$ cat src/tds_pkg.sv
// ----------------------------------------------------------------------------
// tds_pkg
// Shared widths, codes and types of the timer divider search unit.
// ----------------------------------------------------------------------------
package tds_pkg;

	// field widths
	localparam int CLK_W  = 30;
	localparam int FREQ_W = 24;
	localparam int PRE_W  = 10;
	localparam int RLD_W  = 16;

	// table length is a power of two, so the rate scaling is a shift
	localparam int TABLE_LENGTH = 128;
	localparam int TABLE_SHIFT  = $clog2(TABLE_LENGTH);
	localparam int TGT_W        = FREQ_W + TABLE_SHIFT;

	// search range
	localparam int PRESCALER_LIMIT = 1024;
	localparam int PDIV_W          = $clog2(PRESCALER_LIMIT) + 1;
	localparam int MAX_PERIOD      = 65536;
	localparam int PER_W           = $clog2(MAX_PERIOD) + 1;
	localparam int PROD_W          = PDIV_W + PER_W;

	// bit-serial divider
	localparam int DIV_STEPS = CLK_W;
	localparam int DIV_CNT_W = $clog2(DIV_STEPS + 1);

	localparam logic [CLK_W-1:0] CLK_RESET = CLK_W'(84000000);

	typedef enum logic [1:0] {
		STAT_OK     = 2'd0,
		STAT_ZERO   = 2'd1,
		STAT_NOPAIR = 2'd2
	} status_t;

	typedef enum logic [3:0] {
		ST_IDLE,
		ST_IDEAL,
		ST_START_PER,
		ST_PERIOD,
		ST_MUL,
		ST_START_RATE,
		ST_RATE,
		ST_FINISH,
		ST_DONE
	} state_t;

	typedef struct packed {
		logic             start;
		logic [CLK_W-1:0] dividend;
		logic [TGT_W-1:0] divisor;
	} div_req_t;

	typedef struct packed {
		logic             done;
		logic [CLK_W-1:0] quotient;
	} div_rsp_t;

	typedef struct packed {
		logic [PRE_W-1:0] prescaler;
		logic [RLD_W-1:0] reload;
		logic [CLK_W-1:0] achieved;
		status_t          status;
	} res_t;

endpackage

$ cat src/tds_divider.sv
// ----------------------------------------------------------------------------
// tds_divider
// Restoring divider, one quotient bit per cycle, shared by all searches.
// ----------------------------------------------------------------------------
module tds_divider
	import tds_pkg::*;
(
	input  logic     clk,
	input  logic     arst_n,
	input  div_req_t req,
	output div_rsp_t rsp
);

	logic                 busy_q;
	logic                 done_q;
	logic [DIV_CNT_W-1:0] cnt_q;
	logic [CLK_W-1:0]     dvd_q;
	logic [TGT_W-1:0]     dsr_q;
	logic [TGT_W-1:0]     rem_q;

	logic [TGT_W:0]       shift_w;
	logic [TGT_W:0]       diff_w;
	logic                 take_w;

	// trial subtraction of the divisor from the shifted remainder
	assign shift_w = {rem_q, dvd_q[CLK_W-1]};
	assign diff_w  = shift_w - {1'b0, dsr_q};
	assign take_w  = (shift_w >= {1'b0, dsr_q});

	// step control
	always_ff @(posedge clk or negedge arst_n) begin
		if (!arst_n) begin
			busy_q <= 1'b0;
			done_q <= 1'b0;
			cnt_q  <= '0;
		end else if (req.start) begin
			busy_q <= 1'b1;
			done_q <= 1'b0;
			cnt_q  <= DIV_CNT_W'(DIV_STEPS);
		end else if (busy_q) begin
			cnt_q <= cnt_q - DIV_CNT_W'(1);
			if (cnt_q == DIV_CNT_W'(1)) begin
				busy_q <= 1'b0;
				done_q <= 1'b1;
			end
		end else begin
			done_q <= 1'b0;
		end
	end

	// remainder and dividend/quotient shift registers
	always_ff @(posedge clk) begin
		if (req.start) begin
			dvd_q <= req.dividend;
			dsr_q <= req.divisor;
			rem_q <= '0;
		end else if (busy_q) begin
			rem_q <= take_w ? diff_w[TGT_W-1:0] : shift_w[TGT_W-1:0];
			dvd_q <= {dvd_q[CLK_W-2:0], take_w};
		end
	end

	assign rsp.done     = done_q;
	assign rsp.quotient = dvd_q;

endmodule

$ cat src/tds_ctrl.sv
// ----------------------------------------------------------------------------
// tds_ctrl
// Search sequencer: walks the prescalers and keeps the best divider pair.
// ----------------------------------------------------------------------------
module tds_ctrl
	import tds_pkg::*;
(
	input  logic              clk,
	input  logic              arst_n,
	input  logic [CLK_W-1:0]  clk_hz,
	input  logic              freq_valid,
	output logic              freq_ready,
	input  logic [FREQ_W-1:0] signal_frequency,
	output logic              res_valid,
	input  logic              res_ready,
	output res_t              res,
	output div_req_t          div_req,
	input  div_rsp_t          div_rsp
);

	state_t state_q, state_d;

	logic [TGT_W-1:0]  target_q;
	logic [CLK_W-1:0]  ideal_q;
	logic [PRE_W-1:0]  p_q;
	logic [PER_W-1:0]  period_q;
	logic [PROD_W-1:0] prod_q;
	logic              found_q;
	logic [PRE_W-1:0]  best_p_q;
	logic [RLD_W-1:0]  best_r_q;
	logic [TGT_W-1:0]  best_err_q;
	logic [CLK_W-1:0]  best_rate_q;
	res_t              res_q;

	logic              accept_w;
	logic              zero_w;
	logic              last_w;
	logic              per_bad_w;
	logic [PDIV_W-1:0] pdiv_w;
	logic [TGT_W-1:0]  rate_w;
	logic [TGT_W-1:0]  err_w;
	logic              better_w;
	logic [PER_W-1:0]  reload_w;

	// per-candidate arithmetic
	assign accept_w  = freq_valid && freq_ready;
	assign zero_w    = (signal_frequency == '0);
	assign last_w    = (p_q == PRE_W'(PRESCALER_LIMIT - 1));
	assign pdiv_w    = PDIV_W'(p_q) + PDIV_W'(1);
	assign per_bad_w = (div_rsp.quotient == '0)
		|| (div_rsp.quotient > CLK_W'(MAX_PERIOD));
	assign rate_w    = TGT_W'(div_rsp.quotient);
	assign err_w     = (target_q > rate_w) ? (target_q - rate_w) : (rate_w - target_q);
	assign better_w  = !found_q || (err_w < best_err_q);
	assign reload_w  = period_q - PER_W'(1);

	// state register
	always_ff @(posedge clk or negedge arst_n) begin
		if (!arst_n) begin
			state_q <= ST_IDLE;
		end else begin
			state_q <= state_d;
		end
	end

	// next state and divider requests
	always_comb begin
		state_d          = state_q;
		div_req.start    = 1'b0;
		div_req.dividend = clk_hz;
		div_req.divisor  = target_q;
		freq_ready       = (state_q == ST_IDLE);
		res_valid        = (state_q == ST_DONE);
		unique case (state_q)
			ST_IDLE: begin
				if (freq_valid) begin
					if (zero_w) begin
						state_d = ST_DONE;
					end else begin
						div_req.start   = 1'b1;
						div_req.divisor = {signal_frequency, TABLE_SHIFT'(0)};
						state_d         = ST_IDEAL;
					end
				end
			end
			ST_IDEAL: begin
				if (div_rsp.done) begin
					state_d = ST_START_PER;
				end
			end
			ST_START_PER: begin
				div_req.start    = 1'b1;
				div_req.dividend = ideal_q;
				div_req.divisor  = TGT_W'(pdiv_w);
				state_d          = ST_PERIOD;
			end
			ST_PERIOD: begin
				if (div_rsp.done) begin
					if (!per_bad_w) begin
						state_d = ST_MUL;
					end else if (last_w) begin
						state_d = ST_FINISH;
					end else begin
						state_d = ST_START_PER;
					end
				end
			end
			ST_MUL: begin
				state_d = ST_START_RATE;
			end
			ST_START_RATE: begin
				div_req.start   = 1'b1;
				div_req.divisor = TGT_W'(prod_q);
				state_d         = ST_RATE;
			end
			ST_RATE: begin
				if (div_rsp.done) begin
					if ((err_w == '0) || last_w) begin
						state_d = ST_FINISH;
					end else begin
						state_d = ST_START_PER;
					end
				end
			end
			ST_FINISH: begin
				state_d = ST_DONE;
			end
			ST_DONE: begin
				if (res_ready) begin
					state_d = ST_IDLE;
				end
			end
			default: begin
				state_d = ST_IDLE;
			end
		endcase
	end

	// search datapath
	always_ff @(posedge clk) begin
		if (accept_w) begin
			target_q    <= {signal_frequency, TABLE_SHIFT'(0)};
			found_q     <= 1'b0;
			best_p_q    <= '0;
			best_r_q    <= '0;
			best_err_q  <= '0;
			best_rate_q <= '0;
			if (zero_w) begin
				res_q.prescaler <= '0;
				res_q.reload    <= '0;
				res_q.achieved  <= '0;
				res_q.status    <= STAT_ZERO;
			end
		end

		if ((state_q == ST_IDEAL) && div_rsp.done) begin
			ideal_q <= div_rsp.quotient;
			p_q     <= '0;
		end

		if ((state_q == ST_PERIOD) && div_rsp.done) begin
			period_q <= div_rsp.quotient[PER_W-1:0];
			if (per_bad_w && !last_w) begin
				p_q <= p_q + PRE_W'(1);
			end
		end

		if (state_q == ST_MUL) begin
			prod_q <= PROD_W'(pdiv_w) * PROD_W'(period_q);
		end

		// keep the first pair with the least error
		if ((state_q == ST_RATE) && div_rsp.done) begin
			if (better_w) begin
				found_q     <= 1'b1;
				best_err_q  <= err_w;
				best_p_q    <= p_q;
				best_r_q    <= reload_w[RLD_W-1:0];
				best_rate_q <= div_rsp.quotient;
			end
			if ((err_w != '0) && !last_w) begin
				p_q <= p_q + PRE_W'(1);
			end
		end

		if (state_q == ST_FINISH) begin
			res_q.prescaler <= best_p_q;
			res_q.reload    <= best_r_q;
			res_q.achieved  <= found_q ? (best_rate_q >> TABLE_SHIFT) : (clk_hz >> TABLE_SHIFT);
			res_q.status    <= found_q ? STAT_OK : STAT_NOPAIR;
		end
	end

	assign res = res_q;

endmodule

$ cat src/timer_divider_search_unit.sv
// a zero frequency goes straight to the result; otherwise the ideal divisor comes
// first, then the divisions for each prescaler tried
// one request in flight at a time; the shared bit-serial divider works one bit a cycle,
// and the next request is taken while a result waits at the output
// reset: control state cleared, timer clock register set to 84000000 hz
// ----------------------------------------------------------------------------
// timer_divider_search_unit
// Picks a timer prescaler and auto-reload pair for a wanted signal frequency.
// ----------------------------------------------------------------------------
module timer_divider_search_unit
	import tds_pkg::*;
(
	input  logic              clk,
	input  logic              arst_n,
	input  logic              cfg_valid,
	output logic              cfg_ready,
	input  logic [CLK_W-1:0]  timer_clock_hz,
	input  logic              freq_valid,
	output logic              freq_ready,
	input  logic [FREQ_W-1:0] signal_frequency,
	output logic              result_valid,
	input  logic              result_ready,
	output logic [PRE_W-1:0]  prescaler,
	output logic [RLD_W-1:0]  reload,
	output logic [CLK_W-1:0]  achieved_frequency,
	output logic [1:0]        status
);

	logic [CLK_W-1:0] clk_hz_q;
	logic             out_valid_q;
	res_t             out_q;

	logic             res_valid_w;
	logic             res_ready_w;
	res_t             res_w;
	div_req_t         div_req_w;
	div_rsp_t         div_rsp_w;

	// timer clock register
	assign cfg_ready = 1'b1;

	always_ff @(posedge clk or negedge arst_n) begin
		if (!arst_n) begin
			clk_hz_q <= CLK_RESET;
		end else if (cfg_valid && cfg_ready) begin
			clk_hz_q <= timer_clock_hz;
		end
	end

	// shared divider
	tds_divider u_divider (
		.clk    (clk),
		.arst_n (arst_n),
		.req    (div_req_w),
		.rsp    (div_rsp_w)
	);

	// search sequencer
	tds_ctrl u_ctrl (
		.clk              (clk),
		.arst_n           (arst_n),
		.clk_hz           (clk_hz_q),
		.freq_valid       (freq_valid),
		.freq_ready       (freq_ready),
		.signal_frequency (signal_frequency),
		.res_valid        (res_valid_w),
		.res_ready        (res_ready_w),
		.res              (res_w),
		.div_req          (div_req_w),
		.div_rsp          (div_rsp_w)
	);

	// output register
	assign res_ready_w = !out_valid_q || result_ready;

	always_ff @(posedge clk or negedge arst_n) begin
		if (!arst_n) begin
			out_valid_q <= 1'b0;
		end else if (res_valid_w && res_ready_w) begin
			out_valid_q <= 1'b1;
		end else if (result_ready) begin
			out_valid_q <= 1'b0;
		end
	end

	always_ff @(posedge clk) begin
		if (res_valid_w && res_ready_w) begin
			out_q <= res_w;
		end
	end

	assign result_valid       = out_valid_q;
	assign prescaler          = out_q.prescaler;
	assign reload             = out_q.reload;
	assign achieved_frequency = out_q.achieved;
	assign status             = out_q.status;

endmodule
$ cat config.mk
export PLATFORM = sky130hd
export DESIGN_NAME = timer_divider_search_unit
export DESIGN_NICKNAME = d
export VERILOG_FILES = /design/src/tds_pkg.sv /design/src/tds_divider.sv /design/src/tds_ctrl.sv /design/src/timer_divider_search_unit.sv
export SDC_FILE = /design/constraint.sdc
export NUM_CORES = 1
export LEC_CHECK = 0
export ABC_AREA = 0
export BUFFER_PORTS_ARGS = -buffer_cell sky130_fd_sc_hd__buf_4
export CAP_MARGIN = 20
export CORE_MARGIN = 10
export CORE_UTILIZATION = 60
export DETAILED_ROUTE_END_ITERATION = 8
export MAX_ROUTING_LAYER = met4
export PLACE_DENSITY = 0.84
export SYNTH_ARGS = -nofsm -noshare
export SYNTH_HDL_FRONTEND = slang
export SYNTH_SLANG_ARGS = --single-unit
$ cat constraint.sdc
create_clock -name clk -period 8.3 [get_ports clk]
set_input_delay 1.245 -clock clk [delete_from_list [all_inputs] [get_ports clk]]
set_output_delay 1.245 -clock clk [all_outputs]
set_load 0.05 [all_outputs]
; ---- After elaboration in Yosys (flattened, before gate mapping)
; Index checks and enable logic that the tools add are counted.
[totals]
register_bits = 447
out_inout_bits = 61
wordCells = 137
[classes]
add_sub_neg = 7
n_mul = 1
magnitude_cmp = 4
eq_ne = 16
muxes = 56
reduce_logical = 26
[ops]
columns = op, n
row1 = 2-to-1 mux 31 bit, 7
row2 = 2-to-1 mux 30 bit, 6
row3 = 2-to-1 mux 58 bit, 3
row4 = one-hot mux 31 bit (3 select lines), 1
row5 = 2-to-1 mux 10 bit, 8
row6 = 2-to-1 mux 16 bit, 3
row7 = one-hot mux 4 bit (9 select lines), 1
row8 = >= comparator 32 x 31 -> 1 bit, 1
row9 = > comparator 31 x 30 -> 1 bit, 1
row10 = logical NOT 31 bit, 1
row11 = less-than comparator 31 bit, 1
row12 = nonzero test 31 bit, 1
row13 = subtractor 30 x 31 -> 31 bit, 1
row14 = subtractor 31 x 30 -> 31 bit, 1
row15 = subtractor 31 bit, 1
row16 = > comparator 30 x 17 -> 1 bit (second input constant), 1
row17 = logical NOT 30 bit, 1
row18 = multiplier 11 x 17 -> 28 bit, 1
row19 = 2-to-1 mux 4 bit, 7
row20 = logical NOT 24 bit, 1
row21 = 2-to-1 mux 23 bit, 1
row22 = equality test 4 x 3 -> 1 bit (second input constant), 4
row23 = subtractor 16 x 1 -> 16 bit (second input constant), 1
row24 = 2-to-1 mux 1 bit, 13
row25 = 23 further kinds, 43

; ---- Longest topological paths before layout
[depth]
word_depth = 7
mapped_depth = 28
mapped_depth_nobuf = 27

; ---- Hierarchy
; Synthesis repeated with hierarchy kept, for this count alone.
[hier_totals]
hier_cells = 2791
hier_area_um2 = 28981.5
[by_module_without_submodules]
columns = mod, instances, cells_each, area_each_um2
row1 = tds_ctrl, 1, 2101, 20099.3
row2 = tds_divider, 1, 563, 5839.4
row3 = timer_divider_search_unit, 1, 127, 3042.9

; ---- Worst setup path after synthesis
; OpenSTA, ideal clock, no wires.
[synth_timing]
kind = register to register
startpoint = reg u_ctrl.p_q[0]
endpoint = reg u_ctrl.prod_q[27], data pin
setup_time_ns = 0.260
arrival_time_ns = 6.540
path_slack_ns = 1.500
stages_incl_launch_ff = 26
path_buffers = 1
path_cell_list = dfxtp_1 > ha_1 > nand3_1 > nor4_1 > xnor2_1 > clkbuf_1 > nand2_1 > fa_1 > fa_1 > inv_1 > fa_1 > fa_1 > inv_1 > fa_1 > inv_1 > ha_1 > and3_1 > o311ai_0 > and3_1 > o31ai_1 > o311a_1 > o21ai_0 > nand2_1 > a221o_1 > a21oi_1 > xnor2_1
[synth_via]
elab_chain_len = 2
[synth_rtl]
columns = element, line
row1 = start: declaration, tds_ctrl.sv:25  ; logic [PRE_W-1:0] p_q;
row2 = start signal: assignment, tds_ctrl.sv:164  ; p_q <= p_q + PRE_W'(1);
row3 = start signal: assignment, tds_ctrl.sv:182  ; p_q <= p_q + PRE_W'(1);
row4 = adder 10 x 1 -> 11 bit, tds_ctrl.sv:49  ; assign pdiv_w = PDIV_W'(p_q) + PDIV_W'(1);
row5 = multiplier 11 x 17 -> 28 bit, tds_ctrl.sv:169  ; prod_q <= PROD_W'(pdiv_w) * PROD_W'(period_q);
row6 = end signal: assignment, tds_ctrl.sv:169
row7 = end: declaration, tds_ctrl.sv:27  ; logic [PROD_W-1:0] prod_q;
; Every way passes these cells.
; A chain may end at the register's enable or synchronous reset.

; ---- Worst setup path after layout
[layout_timing]
startpoint = reg u_ctrl.p_q[1]
endpoint = reg u_ctrl.prod_q[27], data pin
; The elaborated chain is that of the path after synthesis.

==> results.yml <==
outcome:
  status: "finished clean"
global_route:
  grt_pass1_wl_mm: 118
  grt_start_max_net_pins: 77
  overflow: 0
  grt_util_all_layers_pct: 28.0
  grt_pass1_vias: 21500
  antenna_found_initial: 1
worst_setup_path:
  cp_cell_sequence: "ha_1, nand3_1, nor2_1, and3_1, nand2_1, fa_1, fa_1, inv_1, fa_1, fa_1, inv_1, fa_1, inv_1, ha_1, and3_1, o311ai_0, and3_1, o31ai_1, o311a_1, o21ai_0, nand2_1, a221o_1, a21oi_1, xnor2_1"
  cp_max_fo: 15
  worst_ep_required_time_ps: 8650
  worstRegToRegCells: 24
  crit_top_cell: "fa_1"
  r2r_start: "u_ctrl.p_q[1]"
  slowest_delay_ps: 640
  r2r_slack_ps: 930
  critPathSlowestCell: "and3_1"
  path_class: "reg -> reg"
  worstReg2RegEnd: "u_ctrl.prod_q[27]"
  cp_data_arrival_time_ps: 7720
  worstSetupEndpointType: "flop"
  cp-start-kind: "flop"
detailed_routing:
  dr.pass1.iters: 7
  initialDrtViolationCount: 2193
  drt-total-wl_mm: 74.9
  drc_errors: 0
  wire_per_inst_um: 21.5
  viasPerCell: 6.12
  vias: 21300
  antenna_left: 0
flow_run:
  maxCapViolCount: 0
sta:
  slew_viol_final: 0
  worst_slew_pin_slew_ps: 955
  finalSetupViolCount: 0
  fin_crit_sh_pct: 88.8
  timing_hold_violations_final: 0
  rsz0062_at_grt: "false"
  clock_skew_ps: 25.3
  clock.fmax_mhz: 136
  tns_ps: 0
  fin_crit_ps: 7370
  slew_headroom_pct: 36.3
floorplanning:
  row_count: 78
  die_height_um: 235
  dieArea_um2: 55000
  initial_core_util_pct: 60.8
  core_region_area_um2: 45500
  io_pins: 120
  die_x_um: 235
yosys:
  syn-cell-area_um2: 27600
  synth_xor_area_share_pct: 3.23
  syn_inst: 2777
  ys_ff_latch: 426
  synth_flop_cell: "edfxtp_1"
  synth_warnings: 0
  syn_avg_cell_area_um2: 9.95
  synthSimpleGateAreaFrac_pct: 14.7
  ys_types: 84
  yosysSeqAreaShare_pct: 41.2
  synth_top_family_by_area: "adder cells"
  synthMuxAreaShare_pct: 5.55
  async_flop_share_pct: 9.86
  synth-compound-area-share_pct: 10.9
  synthAdderAreaFrac_pct: 17.9
  synth_edf_count: 262
clock_network:
  cts_buffer_depth: 3
  cts.sink_count: 426
  path_clk_slew_ps: 70
  postCtsHoldBufs: 0
  cts_tree: "done"
  post-cts-setup-buffers: 0
  clk-insertion-delay-late_ps: 590
  cts_buffers: 46
  clk_root_buffer_cell: "clkbuf_16"
  h-tree-depth: 2
  cts_resized: 0
pwr:
  combPwrFrac_pct: 43.7
  power_mw: 9.52
  vdd_ir_drop_max_uv: 210
  p_seq_share_pct: 32.0
  p_per_area_nw_per_um2: 310
  p_clk_share_pct: 24.3
  swShare_pct: 39.3
  p_leak_nw: 13.6
  switching_power_mw: 3.74
  intPower_mw: 5.77
hold_path:
  hold_start: "u_ctrl.res[45]"
  min_to: "reload[13]"
  min_path_cells: 0
  hp-class: "reg -> reg"
cells_and_area:
  diodes: 0
  layout_common_cells: "inv_1 (329), nand2_1 (323), edfxtp_1 (262)"
  layout_commonest_cell: "inv_1"
  area_growth_pct: 11.2
  drive_gt1_share_pct: 10.7
  fin_nets: 3213
placement:
  dp_hpwl_mm: 54.1
  gp_congestion: 0.973
  portBuffers: 111
[stage by stage]
stage / instance area, um^2 / cells / utilization (%) / setup slack (ps) / hold slack [ps]
after detailed placement: 29000 / 3391 / 63.8 / 1020 / 405
after global routing: 30700 / 3478 / 67.6 / 504 / 423
after CTS: 30700 / 3477 / 67.5 / 953 / 416
final: 30700 / 3478 / 67.6 / 930 / 415
after floorplan: 27700 / 2783 / - / 1500 / 400
after global placement: 29000 / 3391 / 63.8 / 1230 / 401
[power by group through the flow]
stage / Clock [mW] / Combinational [mW] / Sequential, mW
final: 2.32 / 4.16 / 3.04
after global routing: 2.43 / 4.59 / 3.08
after CTS: 2.33 / 4.07 / 3.03
after detailed placement: 0 / 4.00 / 3.07
after global placement: 0 / 3.82 / 3.05
after floorplan: 0 / 3.09 / 2.91
[worst max-delay path, delay by kind of cell, from the launching register on]
kind            cells  cell delay [ps]
compound gates      6             1360
xor+xnor            1               90
fa+ha+maj           7             3250
buf+inv             3              150
flops               1              410
simple gates        7             1890
[kinds of logic after synthesis]
kind of cell               Yosys count
AOI/OAI and AO/OA                  462
xor gates and xnor gates           102
adders and majority gates          314
buffers and inverters              467
DFF                                426
muxes                              147
other                                2
and+or+nand+nor                    857
[registers in the layout, summed over array words and instances (netlist names), 10 cells and up]
name,count
reload,16
u_ctrl.best_rate_q,23
u_ctrl.p_q,10
achieved_frequency,23
clk_hz_q,30
u_ctrl.best_p_q,10
u_ctrl.period_q,17
u_ctrl.prod_q,28
u_ctrl.best_err_q,31
u_divider.dsr_q,31
u_divider.rem_q,31
u_ctrl.best_r_q,16
u_divider.dvd_q,30
u_ctrl.target_q,24
prescaler,10
u_ctrl.ideal_q,30
u_ctrl.res,51
[Yosys cell counts (9+ instances only)]
cell / instances / area, um^2
mux2_2: 50 / 563
a31oi_1: 38 / 238
nand2_1: 324 / 1220
dfxtp_1: 122 / 2440
fa_1: 136 / 2720
dfstp_2: 9 / 236
a211oi_1: 19 / 143
o21a_1: 18 / 135
xor2_1: 27 / 236
clkbuf_1: 116 / 435
nand2b_1: 19 / 119
dfrtp_1: 33 / 826
nor3_1: 32 / 160
nor4_1: 22 / 138
and2_1: 92 / 576
ha_1: 178 / 2230
and3_1: 30 / 188
nor2_1: 194 / 728
nand3_1: 38 / 190
o211ai_1: 14 / 105
inv_1: 329 / 1230
a21o_1: 62 / 465
nand4_1: 25 / 156
a21oi_1: 117 / 586
a221o_1: 18 / 180
edfxtp_1: 262 / 7870
xnor2_1: 75 / 657
o21ai_0: 101 / 505
or3_1: 17 / 106
mux2i_1: 97 / 971
nor2b_1: 30 / 188
[layout make-up]
class,instances,area (um^2)
repair buffers,144,1100
inverters,332,1250
clock inverters,23,455
multi-input cells,1890,14500
fillers,3416,14800
clock buffers,63,1260
flip-flops and latches,426,11400
well taps,600,751
[routing by layer]
layer / GRT usage [%] / wire length [um] / vias to the layer above
met1: 36.3 / 30500 / 10500
met2: 43.9 / 35100 / 1015
li1: - / - / 9598
met5: - / 0 / -
met4: 9.71 / 2550 / 0
met3: 4.89 / 6740 / 178
[worst max-delay path by stage]
stage,startpoint,to,depth (start not counted)
after floorplan,u_ctrl.p_q[0],u_ctrl.prod_q[27],25
after global placement,u_ctrl.p_q[1],u_ctrl.prod_q[27],24
after detailed placement,u_ctrl.p_q[1],u_ctrl.prod_q[27],24
after CTS,u_ctrl.p_q[1],u_ctrl.prod_q[27],24
after global routing,u_ctrl.p_q[1],u_ctrl.prod_q[27],24
final,u_ctrl.p_q[1],u_ctrl.prod_q[27],24
No activity file was read; power rests on OpenSTA's default activity.
